$ cat config.mk
export PLATFORM = sky130hd
export DESIGN_NAME = sound_fifo_psg_mixer_top
export DESIGN_NICKNAME = d
export VERILOG_FILES = /design/src/design/sfpm_pkg.sv /design/src/design/sound_fifo_psg_mixer_top.sv /design/src/design/sfpm_front.sv /design/src/design/sfpm_back.sv
export SDC_FILE = /design/constraint.sdc
export NUM_CORES = 2
export LEC_CHECK = 0
export ABC_AREA = 1
export BUFFER_PORTS_ARGS = -buffer_cell sky130_fd_sc_hd__buf_2
export CAP_MARGIN = 20
export CORE_UTILIZATION = 37
export DETAILED_ROUTE_END_ITERATION = 6
export PLACE_DENSITY = 0.51
export SYNTH_ARGS = -nofsm -noshare
export SYNTH_HDL_FRONTEND = slang
export SYNTH_SLANG_ARGS = --single-unit
$ cat constraint.sdc
create_clock -name clk_i -period 15.4 [get_ports clk_i]
set_input_delay 0 -clock clk_i [delete_from_list [all_inputs] [get_ports clk_i]]
set_output_delay 0 -clock clk_i [all_outputs]
set_load 0.01 [all_outputs]
$ cat src/design/sfpm_pkg.sv
package sfpm_pkg;

  localparam int unsigned FifoDepthDef    = 32;
  localparam int unsigned SamplePeriodDef = 512;
  localparam int unsigned MaxSamples      = 8;
  localparam int unsigned ReqLevel        = 16;

  localparam logic [2:0] ModeTick    = 3'd0;
  localparam logic [2:0] ModeByteWr  = 3'd1;
  localparam logic [2:0] ModeHalfWr  = 3'd2;
  localparam logic [2:0] ModeHalfRd  = 3'd3;
  localparam logic [2:0] ModeDmaWord = 3'd4;

  localparam logic [7:0] RegSq0Duty = 8'h60;
  localparam logic [7:0] RegSq0Vol  = 8'h62;
  localparam logic [7:0] RegSq0Freq = 8'h64;
  localparam logic [7:0] RegSq1Ctl  = 8'h68;
  localparam logic [7:0] RegSq1Freq = 8'h6C;
  localparam logic [7:0] RegNzVol   = 8'h78;
  localparam logic [7:0] RegNzCtl   = 8'h7C;
  localparam logic [7:0] RegPsgCtl  = 8'h80;
  localparam logic [7:0] RegMixCtl  = 8'h82;
  localparam logic [7:0] RegEnable  = 8'h84;
  localparam logic [7:0] RegBias    = 8'h88;
  localparam logic [7:0] RegFifoLo  = 8'hA0;
  localparam logic [7:0] RegFifoHi  = 8'hAF;

  typedef enum logic [2:0] {
    OpNop,
    OpTick,
    OpPush,
    OpReg,
    OpRead
  } sfpm_op_e;

  typedef struct packed {
    logic [2:0]  mode;
    logic [7:0]  offset;
    logic [31:0] write_data;
    logic        fifo_select;
    logic [11:0] cycles;
    logic [1:0]  timer_overflow;
  } sfpm_in_t;

  typedef struct packed {
    logic [15:0]        read_data;
    logic signed [15:0] left_sample;
    logic signed [15:0] right_sample;
    logic               sample_valid;
    logic               dma_request_a;
    logic               dma_request_b;
    logic               last;
  } sfpm_out_t;

  typedef struct packed {
    sfpm_op_e    op;
    logic        fifo;
    logic [2:0]  nbytes;
    logic        check;
    logic [7:0]  offset;
    logic [31:0] data;
    logic [11:0] cycles;
    logic [1:0]  ovf;
  } sfpm_cmd_t;

  function automatic logic duty_bit(input logic [1:0] duty, input logic [2:0] phase);
    logic [7:0] wave;
    case (duty)
      2'd0:    wave = 8'b1000_0000;
      2'd1:    wave = 8'b1000_0001;
      2'd2:    wave = 8'b1110_0001;
      default: wave = 8'b0111_1110;
    endcase
    return wave[phase];
  endfunction

  function automatic logic [15:0] lfsr_step(input logic [15:0] s, input logic short_mode);
    logic        x;
    logic [15:0] n;
    x = s[0] ^ s[1];
    n = {1'b0, x, s[14:1]};
    if (short_mode) begin
      n[6] = x;
    end
    return n;
  endfunction

endpackage

$ cat src/design/sound_fifo_psg_mixer_top.sv
// Sound unit with two signed 8-bit PCM FIFOs, two square channels and a
// noise channel. Input items (ticks, register writes, halfword reads, DMA
// word appends) arrive on the in channel; result items leave on the out
// channel. Both channels move a transfer when valid is high and stall low.
// Each item yields zero to eight sample results followed by one status
// result marked by last, carrying read data and the DMA refill requests.
// A two-entry queue decodes items ahead of the execution sequencer, and
// the result register lets the sequencer finish a step while the receiver
// holds the previous result.
// Steps: register writes and reads pass through an execute step before the
// status result, ignored items go straight to it, and a FIFO push writes its
// bytes one after another. A tick runs the serial divider of each running
// square channel, steps the noise LFSR once per elapsed noise period, then
// pops or clears each FIFO whose selected timer overflowed and emits its samples.
// Items run one at a time: the next queued item starts the cycle after the
// previous status result is registered.
// While out_stall_i is high the sequencer holds before its next result and
// the input queue fills, then raises in_stall_o.
// Reset returns the control and channel registers to their initial values, empties both FIFOs and drops queued items.
module sound_fifo_psg_mixer_top #(
  parameter int unsigned FIFO_DEPTH    = sfpm_pkg::FifoDepthDef,
  parameter int unsigned SAMPLE_PERIOD = sfpm_pkg::SamplePeriodDef
) (
  input  logic                clk_i,
  input  logic                rst_ni,
  input  logic                in_valid_i,
  output logic                in_stall_o,
  input  sfpm_pkg::sfpm_in_t  in_data_i,
  output logic                out_valid_o,
  input  logic                out_stall_i,
  output sfpm_pkg::sfpm_out_t out_data_o
);
  import sfpm_pkg::*;

  logic      cmd_valid;
  logic      cmd_take;
  sfpm_cmd_t cmd;

  sfpm_front u_front (
    .clk_i       (clk_i),
    .rst_ni      (rst_ni),
    .in_valid_i  (in_valid_i),
    .in_stall_o  (in_stall_o),
    .in_data_i   (in_data_i),
    .cmd_valid_o (cmd_valid),
    .cmd_take_i  (cmd_take),
    .cmd_o       (cmd)
  );

  sfpm_back #(
    .FIFO_DEPTH    (FIFO_DEPTH),
    .SAMPLE_PERIOD (SAMPLE_PERIOD)
  ) u_back (
    .clk_i       (clk_i),
    .rst_ni      (rst_ni),
    .cmd_valid_i (cmd_valid),
    .cmd_take_o  (cmd_take),
    .cmd_i       (cmd),
    .out_valid_o (out_valid_o),
    .out_stall_i (out_stall_i),
    .out_data_o  (out_data_o)
  );

endmodule

$ cat src/design/sfpm_front.sv
module sfpm_front (
  input  logic                clk_i,
  input  logic                rst_ni,
  input  logic                in_valid_i,
  output logic                in_stall_o,
  input  sfpm_pkg::sfpm_in_t  in_data_i,
  output logic                cmd_valid_o,
  input  logic                cmd_take_i,
  output sfpm_pkg::sfpm_cmd_t cmd_o
);
  import sfpm_pkg::*;

  sfpm_cmd_t  cls;
  logic       in_window;
  sfpm_cmd_t  queue_q [2];
  logic       wr_ptr_q, wr_ptr_d, rd_ptr_q, rd_ptr_d;
  logic [1:0] cnt_q, cnt_d;
  logic       push, pop;

  assign in_window = (in_data_i.offset >= RegFifoLo) && (in_data_i.offset <= RegFifoHi);

  always_comb begin
    cls.op     = OpNop;
    cls.fifo   = in_data_i.offset[2];
    cls.nbytes = 3'd1;
    cls.check  = 1'b1;
    cls.offset = in_data_i.offset;
    cls.data   = in_data_i.write_data;
    cls.cycles = in_data_i.cycles;
    cls.ovf    = in_data_i.timer_overflow;
    case (in_data_i.mode)
      ModeTick: begin
        cls.op = OpTick;
      end
      ModeByteWr: begin
        if (in_window) begin
          cls.op = OpPush;
        end
      end
      ModeHalfWr: begin
        if (in_window) begin
          cls.op     = OpPush;
          cls.nbytes = 3'd2;
        end else begin
          cls.op = OpReg;
        end
      end
      ModeHalfRd: begin
        cls.op = OpRead;
      end
      ModeDmaWord: begin
        cls.op     = OpPush;
        cls.fifo   = in_data_i.fifo_select;
        cls.nbytes = 3'd4;
        cls.check  = 1'b0;
      end
      default: begin
        cls.op = OpNop;
      end
    endcase
  end

  assign in_stall_o  = (cnt_q == 2'd2);
  assign cmd_valid_o = (cnt_q != 2'd0);
  assign cmd_o       = queue_q[rd_ptr_q];
  assign push        = in_valid_i && !in_stall_o;
  assign pop         = cmd_valid_o && cmd_take_i;

  always_comb begin
    wr_ptr_d = push ? !wr_ptr_q : wr_ptr_q;
    rd_ptr_d = pop ? !rd_ptr_q : rd_ptr_q;
    cnt_d    = cnt_q + {1'b0, push} - {1'b0, pop};
  end

  always_ff @(posedge clk_i or negedge rst_ni) begin
    if (!rst_ni) begin
      wr_ptr_q <= 1'b0;
      rd_ptr_q <= 1'b0;
      cnt_q    <= 2'd0;
    end else begin
      wr_ptr_q <= wr_ptr_d;
      rd_ptr_q <= rd_ptr_d;
      cnt_q    <= cnt_d;
    end
  end

  always_ff @(posedge clk_i) begin
    if (push) begin
      queue_q[wr_ptr_q] <= cls;
    end
  end

endmodule

$ cat src/design/sfpm_back.sv
module sfpm_back #(
  parameter int unsigned FIFO_DEPTH    = sfpm_pkg::FifoDepthDef,
  parameter int unsigned SAMPLE_PERIOD = sfpm_pkg::SamplePeriodDef
) (
  input  logic                clk_i,
  input  logic                rst_ni,
  input  logic                cmd_valid_i,
  output logic                cmd_take_o,
  input  sfpm_pkg::sfpm_cmd_t cmd_i,
  output logic                out_valid_o,
  input  logic                out_stall_i,
  output sfpm_pkg::sfpm_out_t out_data_o
);
  import sfpm_pkg::*;

  localparam int unsigned PW = $clog2(FIFO_DEPTH);
  localparam int unsigned LW = $clog2(FIFO_DEPTH + 1);
  localparam int unsigned SW = PW + 1;
  localparam int unsigned MemDepth = 2 ** (PW + 1);

  localparam logic [3:0] S_IDLE     = 4'd0;
  localparam logic [3:0] S_EXEC     = 4'd1;
  localparam logic [3:0] S_PUSH     = 4'd2;
  localparam logic [3:0] S_SQ_INIT  = 4'd3;
  localparam logic [3:0] S_SQ_DIV   = 4'd4;
  localparam logic [3:0] S_NZ_ADD   = 4'd5;
  localparam logic [3:0] S_NZ_LOOP  = 4'd6;
  localparam logic [3:0] S_POP_REQ  = 4'd7;
  localparam logic [3:0] S_POP_DATA = 4'd8;
  localparam logic [3:0] S_SAMP     = 4'd9;
  localparam logic [3:0] S_STATUS   = 4'd10;

  logic [3:0]  state_q, state_d;
  sfpm_cmd_t   cmd_q, cmd_d;
  logic [1:0]  req_q, req_d;
  logic [15:0] rd_q, rd_d;
  logic [1:0]  byte_idx_q, byte_idx_d;
  logic        ch_q, ch_d;
  logic [3:0]  step_q, step_d;
  logic [12:0] dvd_q, dvd_d;
  logic [11:0] rem_q, rem_d;
  logic [2:0]  quo_q, quo_d;
  logic [3:0]  nsamp_q, nsamp_d;

  logic [LW-1:0] level_q [2];
  logic [LW-1:0] level_d [2];
  logic [PW-1:0] rptr_q [2];
  logic [PW-1:0] rptr_d [2];
  logic [7:0]    cur_q [2];
  logic [7:0]    cur_d [2];
  logic [1:0]    hold_q, hold_d;
  logic [15:0]   psg_q, psg_d, mix_q, mix_d, bias_q, bias_d;
  logic          en_q, en_d;
  logic [1:0]    sq_duty_q [2];
  logic [1:0]    sq_duty_d [2];
  logic [11:0]   sq_per_q [2];
  logic [11:0]   sq_per_d [2];
  logic [11:0]   sq_tmr_q [2];
  logic [11:0]   sq_tmr_d [2];
  logic [2:0]    sq_ph_q [2];
  logic [2:0]    sq_ph_d [2];
  logic [1:0]    sq_run_q, sq_run_d;
  logic [3:0]    sq_svol_q [2];
  logic [3:0]    sq_svol_d [2];
  logic [3:0]    sq_vol_q [2];
  logic [3:0]    sq_vol_d [2];
  logic [3:0]    nz_svol_q, nz_svol_d, nz_vol_q, nz_vol_d;
  logic          nz_run_q, nz_run_d, nz_short_q, nz_short_d;
  logic [22:0]   nz_per_q, nz_per_d, nz_tmr_q, nz_tmr_d;
  logic [15:0]   nz_sr_q, nz_sr_d;
  logic [31:0]   acc_q, acc_d;

  logic [7:0]  mem [MemDepth];
  logic [7:0]  rdata_q;
  logic        mem_we, mem_re;
  logic [PW:0] mem_waddr, mem_raddr;
  logic [7:0]  mem_wdata;

  logic        out_valid_q, out_valid_d;
  sfpm_out_t   out_q, out_d;
  logic        emit_ok;

  // Sample mixer, evaluated on the current channel state.
  logic [1:0]         sq_on;
  logic               nz_on;
  logic [5:0]         pl, pr, pl_f, pr_f;
  logic [9:0]         pl_m, pr_m;
  logic signed [19:0] fs [2];
  logic signed [19:0] l_sum, r_sum;
  logic signed [15:0] l_sat, r_sat;

  // Per-step helpers.
  logic [SW-1:0] wsum;
  logic [PW-1:0] wptr;
  logic [LW-1:0] lvl_new;
  logic [7:0]    push_byte;
  logic [12:0]   div_r, div_n;
  logic          div_ge;
  logic          pop_en;
  logic [15:0]   v;
  logic [3:0]    nz_ratio, nz_shift;
  logic [22:0]   nz_base;

  always_comb begin
    for (int i = 0; i < 2; i++) begin
      sq_on[i] = sq_run_q[i] && duty_bit(sq_duty_q[i], sq_ph_q[i]);
    end
    nz_on = nz_run_q && !nz_sr_q[0];
    pr = ((sq_on[0] && psg_q[8]) ? {2'b0, sq_vol_q[0]} : 6'd0)
       + ((sq_on[1] && psg_q[9]) ? {2'b0, sq_vol_q[1]} : 6'd0)
       + ((nz_on && psg_q[11]) ? {2'b0, nz_vol_q} : 6'd0);
    pl = ((sq_on[0] && psg_q[12]) ? {2'b0, sq_vol_q[0]} : 6'd0)
       + ((sq_on[1] && psg_q[13]) ? {2'b0, sq_vol_q[1]} : 6'd0)
       + ((nz_on && psg_q[15]) ? {2'b0, nz_vol_q} : 6'd0);
    pl_m = pl * ({1'b0, psg_q[6:4]} + 4'd1);
    pr_m = pr * ({1'b0, psg_q[2:0]} + 4'd1);
    pl_f = pl_m[8:3];
    pr_f = pr_m[8:3];
    if (mix_q[1:0] == 2'd0) begin
      pl_f = pl_f >> 2;
      pr_f = pr_f >> 2;
    end else if (mix_q[1:0] == 2'd1) begin
      pl_f = pl_f >> 1;
      pr_f = pr_f >> 1;
    end
    if (!en_q) begin
      pl_f = 6'd0;
      pr_f = 6'd0;
    end
    fs[0] = hold_q[0] ? (mix_q[2] ? (20'($signed(cur_q[0])) <<< 8)
                                  : (20'($signed(cur_q[0])) <<< 7)) : 20'sd0;
    fs[1] = hold_q[1] ? (mix_q[3] ? (20'($signed(cur_q[1])) <<< 8)
                                  : (20'($signed(cur_q[1])) <<< 7)) : 20'sd0;
    l_sum = $signed({4'b0, pl_f, 10'b0})
          + (mix_q[9] ? fs[0] : 20'sd0) + (mix_q[13] ? fs[1] : 20'sd0);
    r_sum = $signed({4'b0, pr_f, 10'b0})
          + (mix_q[8] ? fs[0] : 20'sd0) + (mix_q[12] ? fs[1] : 20'sd0);
    if (l_sum > 20'sd32767) begin
      l_sat = 16'sh7FFF;
    end else if (l_sum < -20'sd32768) begin
      l_sat = -16'sh8000;
    end else begin
      l_sat = l_sum[15:0];
    end
    if (r_sum > 20'sd32767) begin
      r_sat = 16'sh7FFF;
    end else if (r_sum < -20'sd32768) begin
      r_sat = -16'sh8000;
    end else begin
      r_sat = r_sum[15:0];
    end
  end

  assign emit_ok = !out_valid_q || !out_stall_i;

  always_comb begin
    state_d    = state_q;
    cmd_d      = cmd_q;
    req_d      = req_q;
    rd_d       = rd_q;
    byte_idx_d = byte_idx_q;
    ch_d       = ch_q;
    step_d     = step_q;
    dvd_d      = dvd_q;
    rem_d      = rem_q;
    quo_d      = quo_q;
    nsamp_d    = nsamp_q;
    level_d    = level_q;
    rptr_d     = rptr_q;
    cur_d      = cur_q;
    hold_d     = hold_q;
    psg_d      = psg_q;
    mix_d      = mix_q;
    bias_d     = bias_q;
    en_d       = en_q;
    sq_duty_d  = sq_duty_q;
    sq_per_d   = sq_per_q;
    sq_tmr_d   = sq_tmr_q;
    sq_ph_d    = sq_ph_q;
    sq_run_d   = sq_run_q;
    sq_svol_d  = sq_svol_q;
    sq_vol_d   = sq_vol_q;
    nz_svol_d  = nz_svol_q;
    nz_vol_d   = nz_vol_q;
    nz_run_d   = nz_run_q;
    nz_short_d = nz_short_q;
    nz_per_d   = nz_per_q;
    nz_tmr_d   = nz_tmr_q;
    nz_sr_d    = nz_sr_q;
    acc_d      = acc_q;
    cmd_take_o = 1'b0;
    mem_we     = 1'b0;
    mem_re     = 1'b0;
    out_valid_d = out_valid_q && out_stall_i;
    out_d       = out_q;

    v         = cmd_q.data[15:0];
    wsum      = SW'(rptr_q[cmd_q.fifo]) + SW'(level_q[cmd_q.fifo]);
    if (wsum >= SW'(FIFO_DEPTH)) begin
      wsum = wsum - SW'(FIFO_DEPTH);
    end
    wptr      = wsum[PW-1:0];
    push_byte = cmd_q.data[byte_idx_q*8 +: 8];
    mem_waddr = {cmd_q.fifo, wptr};
    mem_wdata = push_byte;
    mem_raddr = {ch_q, rptr_q[ch_q]};
    lvl_new   = level_q[cmd_q.fifo];
    div_r     = {rem_q, dvd_q[12]};
    div_ge    = div_r >= {1'b0, sq_per_q[ch_q]};
    div_n     = div_ge ? (div_r - {1'b0, sq_per_q[ch_q]}) : div_r;
    pop_en    = cmd_q.ovf[ch_q ? mix_q[14] : mix_q[10]];
    nz_ratio  = {1'b0, v[2:0]} + 4'd1;
    nz_shift  = (v[7:4] > 4'd14) ? 4'd14 : v[7:4];
    nz_base   = {14'd0, nz_ratio, 5'd0};

    case (state_q)
      S_IDLE: begin
        if (cmd_valid_i) begin
          cmd_take_o = 1'b1;
          cmd_d      = cmd_i;
          req_d      = 2'b00;
          rd_d       = 16'd0;
          byte_idx_d = 2'd0;
          ch_d       = 1'b0;
          nsamp_d    = 4'd0;
          case (cmd_i.op)
            OpTick: begin
              acc_d   = acc_q + {20'd0, cmd_i.cycles};
              state_d = S_SQ_INIT;
            end
            OpPush:  state_d = S_PUSH;
            OpReg:   state_d = S_EXEC;
            OpRead:  state_d = S_EXEC;
            default: state_d = S_STATUS;
          endcase
        end
      end
      S_EXEC: begin
        state_d = S_STATUS;
        if (cmd_q.op == OpRead) begin
          case (cmd_q.offset)
            RegPsgCtl: rd_d = psg_q;
            RegMixCtl: rd_d = mix_q;
            RegBias:   rd_d = bias_q;
            RegEnable: rd_d = {8'd0, en_q, 3'd0, nz_run_q, 1'b0, sq_run_q[1], sq_run_q[0]};
            default:   rd_d = 16'd0;
          endcase
        end else begin
          case (cmd_q.offset)
            RegPsgCtl: psg_d = v;
            RegMixCtl: begin
              mix_d = v;
              if (v[11]) begin
                level_d[0] = '0;
                cur_d[0]   = 8'd0;
                hold_d[0]  = 1'b0;
                if (!mix_q[11]) begin
                  req_d[0] = 1'b1;
                end
              end
              if (v[15]) begin
                level_d[1] = '0;
                cur_d[1]   = 8'd0;
                hold_d[1]  = 1'b0;
                if (!mix_q[15]) begin
                  req_d[1] = 1'b1;
                end
              end
            end
            RegEnable:  en_d = v[7];
            RegSq0Duty: sq_duty_d[0] = v[7:6];
            RegSq0Vol:  sq_svol_d[0] = v[15:12];
            RegSq1Ctl: begin
              sq_duty_d[1] = v[7:6];
              sq_svol_d[1] = v[15:12];
            end
            RegSq0Freq, RegSq1Freq: begin
              sq_per_d[cmd_q.offset[3]] = 12'd2048 - {1'b0, v[10:0]};
              if (v[15]) begin
                sq_run_d[cmd_q.offset[3]] = 1'b1;
                sq_vol_d[cmd_q.offset[3]] = sq_svol_q[cmd_q.offset[3]];
                sq_tmr_d[cmd_q.offset[3]] = 12'd0;
                sq_ph_d[cmd_q.offset[3]]  = 3'd0;
              end
            end
            RegNzVol: nz_svol_d = v[15:12];
            RegNzCtl: begin
              nz_short_d = v[3];
              nz_per_d   = nz_base << nz_shift;
              if (v[15]) begin
                nz_run_d = 1'b1;
                nz_vol_d = nz_svol_q;
                nz_tmr_d = 23'd0;
                nz_sr_d  = 16'h7FFF;
              end
            end
            RegBias: bias_d = v;
            default: begin
            end
          endcase
        end
      end
      S_PUSH: begin
        if (level_q[cmd_q.fifo] < LW'(FIFO_DEPTH)) begin
          mem_we  = 1'b1;
          lvl_new = level_q[cmd_q.fifo] + LW'(1);
          level_d[cmd_q.fifo] = lvl_new;
        end
        byte_idx_d = byte_idx_q + 2'd1;
        if ({1'b0, byte_idx_q} == cmd_q.nbytes - 3'd1) begin
          if (cmd_q.check && (lvl_new <= LW'(ReqLevel))) begin
            req_d[cmd_q.fifo] = 1'b1;
          end
          state_d = S_STATUS;
        end
      end
      S_SQ_INIT: begin
        if (sq_run_q[ch_q] && (sq_per_q[ch_q] != 12'd0)) begin
          dvd_d   = {1'b0, sq_tmr_q[ch_q]} + {1'b0, cmd_q.cycles};
          rem_d   = 12'd0;
          quo_d   = 3'd0;
          step_d  = 4'd0;
          state_d = S_SQ_DIV;
        end else if (ch_q) begin
          state_d = S_NZ_ADD;
        end else begin
          ch_d = 1'b1;
        end
      end
      S_SQ_DIV: begin
        // Restoring division, one quotient bit per cycle; only the low
        // three quotient bits matter for the phase.
        rem_d  = div_n[11:0];
        dvd_d  = {dvd_q[11:0], 1'b0};
        quo_d  = {quo_q[1:0], div_ge};
        step_d = step_q + 4'd1;
        if (step_q == 4'd12) begin
          sq_tmr_d[ch_q] = div_n[11:0];
          sq_ph_d[ch_q]  = sq_ph_q[ch_q] + {quo_q[1:0], div_ge};
          if (ch_q) begin
            state_d = S_NZ_ADD;
          end else begin
            ch_d    = 1'b1;
            state_d = S_SQ_INIT;
          end
        end
      end
      S_NZ_ADD: begin
        ch_d = 1'b0;
        if (nz_run_q && (nz_per_q != 23'd0)) begin
          nz_tmr_d = nz_tmr_q + {11'd0, cmd_q.cycles};
          state_d  = S_NZ_LOOP;
        end else begin
          state_d = S_POP_REQ;
        end
      end
      S_NZ_LOOP: begin
        if (nz_tmr_q >= nz_per_q) begin
          nz_tmr_d = nz_tmr_q - nz_per_q;
          nz_sr_d  = lfsr_step(nz_sr_q, nz_short_q);
        end else begin
          state_d = S_POP_REQ;
        end
      end
      S_POP_REQ: begin
        if (pop_en && (level_q[ch_q] != '0)) begin
          mem_re  = 1'b1;
          state_d = S_POP_DATA;
        end else begin
          if (pop_en) begin
            cur_d[ch_q]  = 8'd0;
            hold_d[ch_q] = 1'b0;
          end
          if (ch_q) begin
            state_d = S_SAMP;
          end else begin
            ch_d = 1'b1;
          end
        end
      end
      S_POP_DATA: begin
        cur_d[ch_q]   = rdata_q;
        hold_d[ch_q]  = 1'b1;
        rptr_d[ch_q]  = (rptr_q[ch_q] == PW'(FIFO_DEPTH - 1)) ? '0
                                                               : rptr_q[ch_q] + PW'(1);
        level_d[ch_q] = level_q[ch_q] - LW'(1);
        if ((level_q[ch_q] - LW'(1)) <= LW'(ReqLevel)) begin
          req_d[ch_q] = 1'b1;
        end
        if (ch_q) begin
          state_d = S_SAMP;
        end else begin
          ch_d    = 1'b1;
          state_d = S_POP_REQ;
        end
      end
      S_SAMP: begin
        if ((acc_q >= 32'(SAMPLE_PERIOD)) && (nsamp_q < 4'(MaxSamples))) begin
          if (emit_ok) begin
            out_valid_d        = 1'b1;
            out_d              = '0;
            out_d.left_sample  = l_sat;
            out_d.right_sample = r_sat;
            out_d.sample_valid = 1'b1;
            acc_d              = acc_q - 32'(SAMPLE_PERIOD);
            nsamp_d            = nsamp_q + 4'd1;
          end
        end else begin
          state_d = S_STATUS;
        end
      end
      S_STATUS: begin
        if (emit_ok) begin
          out_valid_d         = 1'b1;
          out_d               = '0;
          out_d.read_data     = rd_q;
          out_d.dma_request_a = req_q[0];
          out_d.dma_request_b = req_q[1];
          out_d.last          = 1'b1;
          state_d             = S_IDLE;
        end
      end
      default: state_d = S_IDLE;
    endcase
  end

  always_ff @(posedge clk_i) begin
    if (mem_we) begin
      mem[mem_waddr] <= mem_wdata;
    end
    if (mem_re) begin
      rdata_q <= mem[mem_raddr];
    end
  end

  always_ff @(posedge clk_i) begin
    cmd_q      <= cmd_d;
    rd_q       <= rd_d;
    byte_idx_q <= byte_idx_d;
    step_q     <= step_d;
    dvd_q      <= dvd_d;
    rem_q      <= rem_d;
    quo_q      <= quo_d;
    out_q      <= out_d;
  end

  always_ff @(posedge clk_i or negedge rst_ni) begin
    if (!rst_ni) begin
      state_q     <= S_IDLE;
      req_q       <= 2'b00;
      ch_q        <= 1'b0;
      nsamp_q     <= 4'd0;
      hold_q      <= 2'b00;
      psg_q       <= 16'd0;
      mix_q       <= 16'd0;
      bias_q      <= 16'd0;
      en_q        <= 1'b0;
      sq_run_q    <= 2'b00;
      nz_svol_q   <= 4'd0;
      nz_vol_q    <= 4'd0;
      nz_run_q    <= 1'b0;
      nz_short_q  <= 1'b0;
      nz_per_q    <= 23'd0;
      nz_tmr_q    <= 23'd0;
      nz_sr_q     <= 16'h7FFF;
      acc_q       <= 32'd0;
      out_valid_q <= 1'b0;
      for (int i = 0; i < 2; i++) begin
        level_q[i]   <= '0;
        rptr_q[i]    <= '0;
        cur_q[i]     <= 8'd0;
        sq_duty_q[i] <= 2'd0;
        sq_per_q[i]  <= 12'd2048;
        sq_tmr_q[i]  <= 12'd0;
        sq_ph_q[i]   <= 3'd0;
        sq_svol_q[i] <= 4'd0;
        sq_vol_q[i]  <= 4'd0;
      end
    end else begin
      state_q     <= state_d;
      req_q       <= req_d;
      ch_q        <= ch_d;
      nsamp_q     <= nsamp_d;
      hold_q      <= hold_d;
      psg_q       <= psg_d;
      mix_q       <= mix_d;
      bias_q      <= bias_d;
      en_q        <= en_d;
      sq_run_q    <= sq_run_d;
      nz_svol_q   <= nz_svol_d;
      nz_vol_q    <= nz_vol_d;
      nz_run_q    <= nz_run_d;
      nz_short_q  <= nz_short_d;
      nz_per_q    <= nz_per_d;
      nz_tmr_q    <= nz_tmr_d;
      nz_sr_q     <= nz_sr_d;
      acc_q       <= acc_d;
      out_valid_q <= out_valid_d;
      level_q     <= level_d;
      rptr_q      <= rptr_d;
      cur_q       <= cur_d;
      sq_duty_q   <= sq_duty_d;
      sq_per_q    <= sq_per_d;
      sq_tmr_q    <= sq_tmr_d;
      sq_ph_q     <= sq_ph_d;
      sq_svol_q   <= sq_svol_d;
      sq_vol_q    <= sq_vol_d;
    end
  end

  assign out_valid_o = out_valid_q;
  assign out_data_o  = out_q;

endmodule

; Word-level counts from Yosys, hierarchy flattened
; Memory sizes are Yosys's and may differ from the RTL's. A register that Yosys moved wholly into a read port is not among the register bits.
; Index checks and enable logic that the tools add are counted.
[classes]
n_addsub = 30
multipliers = 2
order_cmp = 30
eq_ne = 68
shifts = 2
muxes = 216
bitwise_logic = 17
reduce_logical = 84
[ops]
columns = op, count
row1 = $mux 16, 10
row2 = $mux 12, 13
row3 = $mux 52, 3
row4 = $mux 6, 22
row5 = $mux 32, 4
row6 = $mux 20, 6
row7 = $mux 23, 5
row8 = $mux 4, 26
row9 = $pmux 52 s2, 1
row10 = $mux 24, 4
row11 = $mux 15, 6
row12 = $pmux 23 s3, 1
row13 = $pmux 16 s4, 1
row14 = $pmux 32 s2, 1
row15 = $eq 8x7->1 const B, 7
row16 = $bwmux 24, 2
row17 = $pmux 16 s3, 1
row18 = $pmux 24 s2, 1
row19 = $pmux 8 s3, 2
row20 = $mux 5, 9
row21 = $pmux 4 s11, 1
row22 = $add 17x20->20, 2
row23 = $add 20x20->20, 2
row24 = $gt 20x16->1 const B, 2
row25 = other kinds (119), 317
[word_totals]
register_bits = 447
ramBits = 636
inputBits = 62
output_inout_bits = 54
memories = 2
[memory_table]
columns = name, depth, width, rd, rd_clocked_by_memory_dff, write_ports, line
row1 = u_back.mem, 64, 8, 1, 1, 1, sfpm_back.sv:73  ; logic [7:0] mem [MemDepth];
row2 = u_front.queue_q, 2, 62, 1, 0, 1, sfpm_front.sv:15  ; sfpm_cmd_t queue_q [2];

; Longest topological paths before layout
[logic_depth]
word_depth = 21
mapped_depth = 46

; Modules after synthesis
; Synthesis repeated with hierarchy kept, for this count alone.
[hier_totals]
cells_unflattened = 5820
hier_area_um2 = 54930.2
[by_module_without_submodules]
columns = module, n_inst, cells_per_inst, area_per_inst_um2, seq_area_each_um2
row1 = sfpm_back, 1, 5433, 50026.7, 27052.2
row2 = sfpm_front, 1, 387, 4903.5, 3823.7

; Worst setup path after synthesis
; Ideal clock, no wire load.
[synth_path]
kind = reg2reg
start = reg u_back.sq_duty_q[0] in the netlist's numbering
end = reg u_back.out_q (netlist bit u_back.out_data_o[14]) (data pin)
setup_ns = 0.258
arrival_time_ns = 6.772
slack_ns = 8.369
path_stages_with_launch = 38
period_less_slack_ns = 7.031
path_cell_list = dfrtp_1 -> inv_1 -> ha_1 -> o21ai_0 -> nand3_1 -> nor2_1 -> inv_1 -> nor2_1 -> fa_1 -> ha_1 -> fa_1 -> xnor2_1 -> nor2_1 -> fa_1 -> inv_1 -> fa_1 -> inv_1 -> ha_1 -> [... 2 more ...] -> nand3_1 -> nand3_1 -> nand4_1 -> fa_1 -> inv_1 -> ha_1 -> inv_1 -> o21ai_0 -> nor2_1 -> nand2_1 -> nand2_1 -> nand2_1 -> nand2_1 -> nand3b_1 -> nand2_1 -> inv_1 -> nand2_1 -> nand2_1
[synth_via]
elab_chain_cells = 21
[synth_rtl]
columns = item, line
row1 = from (decl), sfpm_back.sv:54  ; logic [1:0] sq_duty_q [2];
row2 = from (signal assigned), sfpm_back.sv:502  ; sq_duty_q <= sq_duty_d;
row3 = $eq 2x2->1 (tied with other cells), sfpm_pkg.sv:68  ; case (duty)
row4 = $pmux 8 s3 (*), sfpm_pkg.sv:68
row5 = $bmux 1 s3 (*), sfpm_pkg.sv:74  ; return wave[phase];
row6 = $mux 1 (not written as such) (*), sfpm_pkg.sv:74
row7 = $logic_and 1x1->1 (*), sfpm_back.sv:106  ; sq_on[i] = sq_run_q[i] && duty_bit(sq_duty_q[i], sq_ph_q[i]);
row8 = $logic_and 1x1->1 (*), sfpm_back.sv:110  ; + ((sq_on[1] && psg_q[9]) ? {2'b0, sq_vol_q[1]} : 6'd0)
row9 = $mux 4 (*), sfpm_back.sv:110
row10 = $add 6x6->6 (*), sfpm_back.sv:110
row11 = [... 5 more ...], --
row12 = $add 17x20->20 (*), sfpm_back.sv:137  ; + (mix_q[8] ? fs[0] : 20'sd0) + (mix_q[12] ? fs[1] : 20'sd0);
row13 = $add 20x20->20 (*), sfpm_back.sv:137
row14 = $lt 20x16->1, sfpm_back.sv:147  ; end else if (r_sum < -20'sd32768) begin
row15 = $mux 16, sfpm_back.sv:147
row16 = $mux 16 (*), sfpm_back.sv:145  ; if (r_sum > 20'sd32767) begin
row17 = $mux 52 (*), sfpm_back.sv:399  ; if (emit_ok) begin
row18 = $mux 52 (*), sfpm_back.sv:398  ; if ((acc_q >= 32'(SAMPLE_PERIOD)) && (nsamp_q < 4'(MaxSamples))) begin
row19 = $pmux 52 s2 (*), sfpm_back.sv:216  ; case (state_q)
row20 = to (signal assigned), sfpm_back.sv:444  ; out_q <= out_d;
row21 = to (decl), sfpm_back.sv:80  ; sfpm_out_t out_q, out_d;
; Every way passes the cells marked *; elsewhere a longest branch is shown, timed or not. The select of a mux whose other input is x is not followed.
; A chain may end at the register's enable or synchronous reset.

; Worst setup path after layout
[layout_path]
start = reg u_back.sq_duty_q[0] in the netlist's numbering
end = reg u_back.out_q (netlist bit u_back.out_data_o[18]) (data pin)
; Same word-level chain as after synthesis.

==> run_results.csv <==
group,metric,value,unit
status,status,"finished, final reports clean",
synthesis,syn_nets,6139,
clocking,cts_hold_buf,118,
grt,overflow,0,
timing,fmax,124.7,MHz
cells_and_area,layoutNonFillerInstCount,8095,
place,place_worst_setup_slack,7.459,ns
clocking,post_cts_resized,0,
synthesis,synth-seq-cells,1074,
timing,slew_headroom,0.2593,
clocking,cts_tree,"yes",
drt,dr.pass1.iters,6,
clocking,clockRootBuffer,"clkbuf_16",
die,initial_utilization,0.3735,
critical_path,path_max_fanout,5,
timing,skew,0.06036,ns
clocking,clock_latency,0.74,ns
timing,hold_ws,0.1848,ns
drt,wl_met2,77.85,mm
clocking,cts_buffer_depth,3,
drt,viasPerCell,5.119,
drt,drt_iter0_drc,2965,
drt,drt-total-wl,165.6,mm
drt,highest_layer,"met4",
die,design.core.area,0.1457,sq mm
cells_and_area,finalNetCount,6333,
critical_path,cp.arrival,8.51,ns
timing,fin_crit_sh,0.5206,
place,gp_congestion,0.9060,
drt,met1_length,73.91,mm
cells_and_area,fillers,14249,
pwr,fin_total_pwr,11.60,mW
pwr,power_leakage,25.78,nW
synthesis,synth_area,0.05443,sq mm
critical_path,cp_slowest_stage_delay,0.52,ns
synthesis,post-synth-top-area-cell,"edfxtp_1",
drt,vias,41435,
critical_path,worstSetupEndpointType,"flop",
grt,track_usage,0.2198,
die,rows,140,
die,dieArea,0.1486,sq mm
timing,min_period,8.017,ns
die,die-height,385.5,um
synthesis,synth_edf_count,795,
timing,tightest_slew,1.111,ns
place,port_buffers,115,
synthesis,yosysMostFrequentCell,"nand2_1",
timing,drv_slew,0,
synthesis,yosys_warnings,0,
synthesis,synthArstFlopShare,0.2598,
timing,setup_ws,7.383,ns
timing,hold_viol,0,
synthesis,ys_seq_area_frac,0.5673,
grt,grt_max_degree,188,
flow_run,drv_cap,0,
critical_path,crit_slowest_cell,"fa_1",
clocking,cts_sinks,1074,
clocking,cts.repair_timing.setup_buffer_count,0,
synthesis,netlist_instances,5880,
timing,setup_tns,0,ns
clocking,cts_buffers,121,
clocking,htree_num_levels,3,
die,pin_count,116,
worst_hold_path,min_path_type,"in -> reg",
critical_path,cp_data_required_time,15.89,ns
pwr,ir_drop,147.8,uV
synthesis,synth_ff_type,"edfxtp_1",
cells_and_area,area_growth,14.06,%
drt,wl_per_cell,20.46,um
grt,grt_pass1_vias,39612,
critical_path,setup.worst_path.class,"reg -> reg",
grt,antenna_found_initial,1,
synthesis,syn-mean-instance-area,9.256,sq um
grt,grt_pass1_wl,248.4,mm
die,fp.dieW,385.5,um
place,dp_cells,7750,
drt,wl_met3,8.620,mm
synthesis,ys_types,69,
cells_and_area,layout-drive-gt1-share,0.07625,
timing,rsz0062_at_grt,"false",
critical_path,cp-start-kind,"flop",
synthesis,ys_top_cells_by_count,"1659 x nand2_1, 795 x edfxtp_1, 585 x nor2_1, 543 x inv_1, 449 x o21ai_0",
synthesis,ys_top_cells_by_area,"edfxtp_1 44%, dfrtp_1 12%, nand2_1 11%",
place,dp_hpwl,112.0,mm
drt,drt_drc_violations_left,0,
clocking,path_clk_slew,0.06,ns
timing,setup_viol,0,
drt,final_antenna_net_count,0,
pwr,power.density,186.8,mW/mm^2
synthesis,netlist.area_leader.share,0.4386,
[area by class of cell]
class,instances,area (sq um),share of cell area
Inverter,562,2113,0.03404
Clock inverter,72,734.5,0.01183
Clock buffer,154,3234,0.05210
Multi-Input combinational cell,4028,20500,0.3302
Sequential cell,1074,30880,0.4974
Timing Repair Buffer,287,2215,0.03567
Antenna cell,1,2.502,0.00004031
Tap cell,1917,2399,0.03864
[registers in the layout (all words and copies together) (netlist names), 8 cells and up]
register	flops
u_back.nz_tmr_q	23
u_back.dvd_q	13
u_back.mix_q	16
u_back.sq_per_q	24
u_back.sq_vol_q	8
u_back.sq_svol_q	8
u_back.acc_q	32
u_back.rd_q	16
u_front.queue_q	124
u_back.psg_q	16
u_back.out_data_o	40
u_back.rem_q	12
u_back.bias_q	16
u_back.rptr_q	10
u_back.level_q	12
u_back.sq_tmr_q	24
u_back.mem	512
u_back.rdata_q	8
u_back.nz_per_q	18
u_back.nz_sr_q	15
u_back.cmd_q	62
u_back.cur_q	16
[per-layer routing]
metal,track usage,vias to the layer above
met3,0.03266,231
met1,0.2990,19983
met5,0,-
met2,0.3596,1058
met4,0.07071,0
li1,-,20163
[worst paths after layout]
path / end / cells past startpoint / slack (ns) / from
worst min-delay path: u_back.out_valid_o$_DFF_PN0_ / 4 / 0.18 / out_stall_i
worst max register to register: u_back.out_data_o[18]$_SDFFCE_PP0P_ / 37 / 7.38 / u_back.sq_duty_q[0]$_DFFE_PN0P_
worst min register to register: u_back.nz_sr_q[8]$_DFFE_PN1P_ / 2 / 0.46 / u_back.nz_sr_q[8]$_DFFE_PN1P_
max in group asynchronous: u_back.mix_q[0]$_DFFE_PN0P_ / 5 / 13.49 / rst_ni
min in group asynchronous: u_back.acc_q[5]$_DFFE_PN0P_ / 4 / 0.50 / rst_ni
worst max-delay path: u_back.out_data_o[18]$_SDFFCE_PP0P_ / 37 / 7.38 / u_back.sq_duty_q[0]$_DFFE_PN0P_
[stage by stage]
| step | instance area (sq um) | utilization |
|---|---|---|
| floorplan | 54430 | - |
| global placement | 56910 | 0.3905 |
| detailed placement | 56910 | 0.3905 |
| CTS | 62080 | 0.4259 |
| global route | 62080 | 0.4259 |
| finish | 62080 | 0.4260 |
[where the power goes]
part	internal, mW	total [mW]	switching, mW
clock	1.66	2.89	1.23
sequential	3.97	4.24	0.270
combinational	1.11	4.46	3.35
total	6.74	11.6	4.85
[logic make-up after synthesis]
group / after synthesis / share of synthesized area
flip-flops: 1074 / 0.5673
AND/OR/NAND/NOR: 2802 / 0.2123
multiplexers: 6 / 0.001149
XOR/XNOR: 90 / 0.01448
adder cells (fa/ha/maj): 197 / 0.05191
AO/OA/AOI/OAI: 933 / 0.09421
buffers and inverters: 778 / 0.05864
[layout by cell type, fill, tap and decap left out, drive strengths merged, types with 15 or more instances in the layout]
cell type	instances
xnor2	39
ha	149
nor2	606
nor3	47
nand3	342
o22ai	78
xor2	51
clkbuf	154
edfxtp	795
o211ai	38
dlygate4sd3	117
o21ai	493
buf	170
dfrtp	262
nand2	1673
clkinv	57
inv	562
a21oi	253
nand4	81
nand3b	15
fa	48
or2	22
dfstp	17
[critical path: cells and delay by family (launching register included)]
kind                     cells  cell delay [ns]
AND/OR/NAND/NOR             16             1.97
XOR/XNOR                     1             0.35
AO/OA/AOI/OAI                4             1.06
adder cells (fa/ha/maj)      9             3.57
buffers and inverters        7             0.41
flip-flops                   1             0.40
Power figures use the tool's default switching activity.
